## config.mk

```make
export PLATFORM = sky130hd
export DESIGN_NAME = stable_priority_queue_unit
export DESIGN_NICKNAME = d
export VERILOG_FILES = /design/src/rtl/spq_pkg.sv /design/src/rtl/spq_cell.sv /design/src/rtl/stable_priority_queue_unit.sv
export SDC_FILE = /design/constraint.sdc
export NUM_CORES = 2
export LEC_CHECK = 0
export ABC_AREA = 1
export BUFFER_PORTS_ARGS = -buffer_cell sky130_fd_sc_hd__buf_2
export CORE_MARGIN = 1
export CORE_UTILIZATION = 55
export CTS_BUF_LIST = sky130_fd_sc_hd__clkbuf_4
export CTS_CLUSTER_SIZE = 40
export DETAILED_ROUTE_END_ITERATION = 10
export PLACE_DENSITY = 0.71
export REMOVE_ABC_BUFFERS = 1
export SLEW_MARGIN = 10
export SYNTH_ARGS = -nofsm -noshare
export SYNTH_HDL_FRONTEND = slang
export SYNTH_HIERARCHICAL = 1
export SYNTH_SLANG_ARGS = --single-unit
```

## constraint.sdc

```tcl
create_clock -name clk -period 12.3 [get_ports clk]
set_input_delay 1.23 -clock clk [delete_from_list [all_inputs] [get_ports clk]]
set_output_delay 1.23 -clock clk [all_outputs]
set_load 0.005 [all_outputs]
```

## src/rtl/spq_pkg.sv

```systemverilog
// spq_pkg: shared types and codes for the stable priority queue.
// Used by spq_cell, stable_priority_queue_unit and spq_checker.
// No dependencies.
package spq_pkg;

  localparam int PRI_W = 16;
  localparam int PAY_W = 32;
  localparam int OCC_W = 5;

  typedef enum logic {
    CMD_INSERT  = 1'b0,
    CMD_EXTRACT = 1'b1
  } cmd_t;

  typedef enum logic [1:0] {
    ST_INSERTED  = 2'd0,
    ST_FULL      = 2'd1,
    ST_EXTRACTED = 2'd2,
    ST_EMPTY     = 2'd3
  } status_t;

  typedef struct packed {
    logic [PRI_W-1:0] priority_val;
    logic [PAY_W-1:0] payload_val;
  } entry_t;

  // Broadcast to every cell of the row.
  typedef struct packed {
    logic   ins;      // insert this cycle
    logic   ext;      // extract head this cycle
    entry_t new_ent;  // word being inserted
  } cell_ctrl_t;

endpackage

```

## src/rtl/spq_cell.sv

```systemverilog
// spq_cell: one slot of the sorted row.
// Depends on spq_pkg. Holds one entry; shifts right on insert, left on extract.
module spq_cell (
  input  logic               clk,
  input  spq_pkg::cell_ctrl_t ctrl,
  input  logic               occ,        // slot holds a live entry
  input  logic               left_keep,  // left neighbour keeps its entry
  input  spq_pkg::entry_t    left_ent,
  input  spq_pkg::entry_t    right_ent,
  output logic               keep,
  output spq_pkg::entry_t    ent
);
  import spq_pkg::*;

  entry_t ent_r;
  entry_t ent_nxt;

  // Live and not above the new priority: stays put (keeps arrival order).
  assign keep = occ && (ent_r.priority_val <= ctrl.new_ent.priority_val);
  assign ent  = ent_r;

  always_comb begin
    ent_nxt = ent_r;
    if (ctrl.ins) begin
      if (!keep) begin
        ent_nxt = left_keep ? ctrl.new_ent : left_ent;
      end
    end else if (ctrl.ext) begin
      ent_nxt = right_ent;
    end
  end

  always_ff @(posedge clk) begin
    ent_r <= ent_nxt;
  end

endmodule

```

## src/rtl/stable_priority_queue_unit.sv

```systemverilog
// stable_priority_queue_unit: top level, bounded stable min-priority queue.
// Depends on spq_pkg and spq_cell; a row of DEPTH cells kept in sorted order.
//
//  channel | direction | ports
//  --------+-----------+--------------------------------------------------------
//  in      | input     | in_valid, in_stall, in_command, in_priority_in, in_payload_in
//  out     | output    | out_valid, out_stall, out_status, out_priority_out,
//          |           | out_payload_out, out_occupancy
//
// Cycles: one word per cycle while in_stall is low; every cell updates in the
// same cycle the word is taken, and the result sits in the output register on
// the next cycle.
// Reset: rst_n clears entry count and output valid; the cell contents need none.
// Stalls: a new word is taken while the output register is empty or being
// drained, so out_stall reaches in_stall in the same cycle.
module stable_priority_queue_unit #(
  parameter int DEPTH = 16
) (
  input  logic                       clk,
  input  logic                       rst_n,
  input  logic                       in_valid,
  output logic                       in_stall,
  input  logic                       in_command,
  input  logic [spq_pkg::PRI_W-1:0]  in_priority_in,
  input  logic signed [spq_pkg::PAY_W-1:0] in_payload_in,
  output logic                       out_valid,
  input  logic                       out_stall,
  output logic [1:0]                 out_status,
  output logic [spq_pkg::PRI_W-1:0]  out_priority_out,
  output logic signed [spq_pkg::PAY_W-1:0] out_payload_out,
  output logic [spq_pkg::OCC_W-1:0]  out_occupancy
);
  import spq_pkg::*;

  localparam int CW = $clog2(DEPTH + 1);

  // Entry count, occupancy is taken modulo 32.
  logic [CW-1:0] count_r;
  logic [CW-1:0] count_nxt;
  logic [31:0]   count_wide;

  // Output register.
  logic             out_valid_r, out_valid_nxt;
  status_t          status_r, status_nxt;
  logic [PRI_W-1:0] pri_out_r, pri_out_nxt;
  logic [PAY_W-1:0] pay_out_r, pay_out_nxt;
  logic [OCC_W-1:0] occ_out_r, occ_out_nxt;

  logic       accept;
  logic       full;
  logic       empty;
  cell_ctrl_t ctrl;

  // Cell row wiring.
  logic   [DEPTH-1:0] occ;
  logic   [DEPTH-1:0] keep;
  entry_t             ent [DEPTH];

  assign in_stall = out_valid_r && out_stall;
  assign accept   = in_valid && !in_stall;
  assign full     = (count_r == CW'(DEPTH));
  assign empty    = (count_r == '0);

  assign ctrl.ins = accept && (cmd_t'(in_command) == CMD_INSERT) && !full;
  assign ctrl.ext = accept && (cmd_t'(in_command) == CMD_EXTRACT) && !empty;
  assign ctrl.new_ent.priority_val = in_priority_in;
  assign ctrl.new_ent.payload_val  = in_payload_in;

  genvar g;
  generate
    for (g = 0; g < DEPTH; g++) begin : g_cell
      logic   lk;
      entry_t le;
      entry_t re;
      assign occ[g] = (count_r > CW'(g));
      if (g == 0) begin : g_head
        // Nothing ahead of the head: an insert that displaces it lands here.
        assign lk = 1'b1;
        assign le = ctrl.new_ent;
      end else begin : g_body
        assign lk = keep[g-1];
        assign le = ent[g-1];
      end
      if (g == DEPTH - 1) begin : g_tail
        assign re = ent[g];
      end else begin : g_mid
        assign re = ent[g+1];
      end
      spq_cell u_cell (
        .clk       (clk),
        .ctrl      (ctrl),
        .occ       (occ[g]),
        .left_keep (lk),
        .left_ent  (le),
        .right_ent (re),
        .keep      (keep[g]),
        .ent       (ent[g])
      );
    end
  endgenerate

  // Count and result for the word being taken.
  always_comb begin
    count_nxt   = count_r;
    status_nxt  = status_r;
    pri_out_nxt = pri_out_r;
    pay_out_nxt = pay_out_r;
    if (accept) begin
      pri_out_nxt = '0;
      pay_out_nxt = '0;
      if (cmd_t'(in_command) == CMD_INSERT) begin
        if (full) begin
          status_nxt = ST_FULL;
        end else begin
          status_nxt = ST_INSERTED;
          count_nxt  = count_r + CW'(1);
        end
      end else if (empty) begin
        status_nxt = ST_EMPTY;
      end else begin
        // Head of the sorted row is the earliest of the smallest priority.
        status_nxt  = ST_EXTRACTED;
        pri_out_nxt = ent[0].priority_val;
        pay_out_nxt = ent[0].payload_val;
        count_nxt   = count_r - CW'(1);
      end
    end
  end

  assign count_wide  = 32'(count_nxt);
  assign occ_out_nxt = accept ? count_wide[OCC_W-1:0] : occ_out_r;

  always_comb begin
    if (accept) begin
      out_valid_nxt = 1'b1;
    end else if (out_stall) begin
      out_valid_nxt = out_valid_r;
    end else begin
      out_valid_nxt = 1'b0;
    end
  end

  always_ff @(posedge clk) begin
    if (!rst_n) begin
      count_r     <= '0;
      out_valid_r <= 1'b0;
    end else begin
      count_r     <= count_nxt;
      out_valid_r <= out_valid_nxt;
    end
  end

  always_ff @(posedge clk) begin
    status_r  <= status_nxt;
    pri_out_r <= pri_out_nxt;
    pay_out_r <= pay_out_nxt;
    occ_out_r <= occ_out_nxt;
  end

  assign out_valid        = out_valid_r;
  assign out_status       = status_r;
  assign out_priority_out = pri_out_r;
  assign out_payload_out  = pay_out_r;
  assign out_occupancy    = occ_out_r;

endmodule

```

* After elaboration in Yosys (flattened, before gate mapping)
Cells that the tools add are included.
** Word-level totals
- Register bits after elaboration :: 829
- Latch bits :: 0
- Memory bits (writable) :: 0
- Memory bits (read-only) :: 0
- Output and inout port bits :: 57
- Word-level logic and storage cells :: 204
- Memories kept :: 0
** Cells by class
- Add/sub/neg operators :: 2
- Multiply operators :: 0
- Divide/modulo/power cells :: 0
- Order comparisons :: 32
- Eq/ne operators :: 17
- Shifts and indexed selects :: 0
- Muxes and demuxes :: 69
- Bitwise logic cells :: 2
- Reductions and logical operators :: 44
** Operator list (count)
- $mux W48 :: 60
- $le A16 B16 Y1 :: 16
- $gt A5 B4 Y1 const B :: 8
- $reduce_and A2 Y1 :: 16
- $ne A2 B2 Y1 const B :: 15
- $logic_and A1 B1 Y1 :: 22
- $gt A5 B3 Y1 const B :: 4
- $mux W5 :: 4
- $gt A5 B1 Y1 const B :: 2
- $gt A5 B2 Y1 const B :: 2
- $add A5 B1 Y5 const B :: 1
- $eq A5 B5 Y1 const B :: 1
- $logic_not A5 Y1 :: 1
- $sub A5 B1 Y5 const B :: 1
- $mux W1 :: 4
- $logic_not A1 Y1 :: 3
- $mux W2 :: 1
- $ne A2 B1 Y1 const B :: 1
- $not A1 Y1 :: 2
- $reduce_bool A2 Y1 :: 1
- $reduce_or A2 Y1 :: 1

* Depth between registers and ports, before layout
- Word-level depth :: 7
- Depth in mapped cells :: 20
- Gate-level depth less buffers :: 17

* Cells and area by module
The synthesis kept the hierarchy.
** Modules (own cells, without submodules)
- spq_cell :: instances 16, cells each 338, area an instance 2917.8 um^2
- stable_priority_queue_unit :: instances 1, cells each 268, area an instance 2827.7 um^2

* Worst setup path before layout
Ideal clock, no wire load.
- Path type :: input-to-reg
- Start point :: input port out_stall
- End point :: register g_cell[0].u_cell.ent_r, in the netlist g_cell[0].u_cell/ent[0] (enable)
- Library setup time :: 0.583 ns
- Data arrival time :: 4.228 ns
- Required time :: 11.717 ns
- Path slack :: 7.489 ns
- Stages on the path :: 7
- Buffers on the path :: 0
- Path through :: nand2_1 > nand2_2 > clkinv_1 > nand3_1 > inv_1 > nand2_1 > nand2_1
** RTL lines
- from (decl) :: line stable_priority_queue_unit.sv:27 : input logic out_stall,
- to (signal assigned) :: line spq_cell.sv:34 : ent_r <= ent_nxt;
- to (decl) :: line spq_cell.sv:15 : entry_t ent_r;

==> results.sh <==
export IMPL_fin_nets=6052
export IMPL_cp_data_arrival_time_ns=5.85
export IMPL_core_area_um2=88800
export IMPL_ctsResizeCount=0
export IMPL_startpoint="count_r[0]"
export IMPL_grt_pass1_vias=41916
export IMPL_period_share=0.427
export IMPL_syn_area_um2=49500
export IMPL_first_iter_violations=3795
export IMPL_r2r_slack_ns=7.05
export IMPL_grt_util_all_layers=0.294
export IMPL_clk_path_buf_depth=3
export IMPL_ant_nets=0
export IMPL_hold_viol=0
export IMPL_utilization=0.594
export IMPL_p_leak_nw=21.8
export IMPL_min_from="rst_n"
export IMPL_routed_via_count=41408
export IMPL_r2r_start="count_r[0]"
export IMPL_worst_pin_slew_ns=1.32
export IMPL_grt_antenna_before_repair=3
export IMPL_p_per_area_nw_per_um2=149
export IMPL_setup_violations=0
export IMPL_cts_buffers=219
export IMPL_syn_area_per_cell_um2=8.72
export IMPL_core_rowCount=109
export IMPL_post_cts_repair_setup_buffers=0
export IMPL_fill_cells=7823
export IMPL_crit_path_max_fanout=281
export IMPL_status="finished with violations"
export IMPL_finalMaxSlewViolations=0
export IMPL_gp_congestion=0.836
export IMPL_die_area_um2=91200
export IMPL_area_growth_synth_to_final_pct=6.45
export IMPL_io_pins=110
export IMPL_drive_gt1_frac=0.152
export IMPL_syn_inst=5675
export IMPL_cts_sinks=829
export IMPL_crit_path_start_kind="flip-flop"
export IMPL_fin_crit_ns=5.25
export IMPL_vias_per_cell=5.85
export IMPL_grt_pass1_wl_um=216000
export IMPL_htreeDepth=4
export IMPL_gr_total_overflow=0
export IMPL_cts_tree="built"
export IMPL_required_ns=12.90
export IMPL_relSlewSlack=0.118
export IMPL_irDropWorstVdd_mv=0.0966
export IMPL_hold_class="in2reg"
export IMPL_yosysWarnings=6
export IMPL_end_kind="flip-flop"
export IMPL_drt_total_wl_um=134000
export IMPL_root_buffer="clkbuf_4"
export IMPL_die_h_um=302
export IMPL_worstSkewPairLatency_ns=1.17
export IMPL_setup_worst_path_class="reg2reg"
export IMPL_fmax_mhz=191
export IMPL_postCtsHoldBufs=0
export IMPL_finalClockSkew_ns=0.0633
export IMPL_start_util=0.558
export IMPL_violations="DRC"
export IMPL_drt_wirelength_per_cell_um=18.9
export IMPL_clkTransAtPathRegs_ns=0.07
export IMPL_die_w_um=302
export IMPL_dp_hpwl_um=87900
export IMPL_drc_errors=7
export IMPL_tns_ns=0
export IMPL_maxCapViolCount=0
export IMPL_grt_max_degree=282
export IMPL_detail_route_first_pass_iterations=11
export IMPL_rsz0062_at_grt="false"
export IMPL_port_buffers=109
==> path summary, 6_finish.rpt <==
kind,to,cells after the start
max,g_cell[5].u_cell/ent[29],10
min,count_r[1],3
max reg2reg,g_cell[5].u_cell/ent[29],10
min reg2reg,out_valid,2
==> stage by stage <==
stage          power (mW)  instance area (um^2)  cells  hold slack, ns  setup slack, ns
4_1_cts              7.86                 52600   7066           0.249             7.14
6_report             7.83                 52700   7078           0.313             7.05
2_1_floorplan        4.86                 47400   5352           0.515            -3.03
3_3_place_gp         5.35                 49900   6681           0.514             6.48
3_5_place_dp         5.42                 49900   6681           0.531             6.48
5_1_grt              8.25                 52700   7078           0.207             6.66
==> area by class of cell <==
cell class                      instances  area, um^2  share of cell area
Clock buffer                          330        2480              0.0470
Timing Repair Buffer                  164         971              0.0184
Inverter                              436        1680              0.0320
Multi-Input combinational cell       4087       21000               0.398
Tap cell                             1165        1460              0.0277
Clock inverter                         55         250             0.00475
Sequential cell                       829       24800               0.471
Antenna cell                           12        30.0            0.000570
==> worst max-delay path, cell delays in order (launching register included) <==
cell     delay [ns]
dfxtp_1        0.48
inv_1          0.21
ha_1           0.28
nand3_1        0.16
nand2_1        0.19
inv_8          0.44
buf_12         0.58
buf_4          0.93
inv_1          0.14
nand2_1        0.11
nand2_2        0.71
==> state kept, by name (all words and copies together), names as in the netlist <==
signal,flops
g_cell.u_cell/ent,768
out_payload_out,32
out_priority_out,16
count_r,5
out_occupancy,5
out_status,2
out_valid,1
==> placed cells by master, fill, tap and decap left out, drive strengths merged, types with 3 or more instances in the layout <==
| master | n |
|---|---|
| o21ai | 1558 |
| nand2 | 1149 |
| nor2 | 907 |
| edfxtp | 823 |
| inv | 445 |
| clkbuf | 330 |
| ha | 262 |
| buf | 164 |
| a21oi | 103 |
| nand3 | 45 |
| clkinv | 45 |
| nand4 | 19 |
| a21o | 16 |
| nor3 | 16 |
| diode | 12 |
| dfxtp | 6 |
| conb | 4 |
| xor2 | 3 |
==> where the power goes <==
| part | internal [mW] | leakage (nW) | switching [mW] |
|---|---|---|---|
| clock | 1.22 | 1.64 | 1.23 |
| sequential | 3.62 | 7.87 | 0.234 |
| combinational | 0.433 | 12.3 | 1.10 |
| total | 5.27 | 21.8 | 2.56 |
==> routing by layer <==
| layer | part of all wire | global-route usage | wire (um) |
|---|---|---|---|
| met1 | 0.41 | 0.369 | 54400 |
| met2 | 0.51 | 0.514 | 68300 |
| met3 | 0.056 | 0.0419 | 7520 |
| met4 | 0.026 | 0.107 | 3490 |
| met5 | 0.000060 | 0 | 8 |
(Power assumes the default switching activity.)
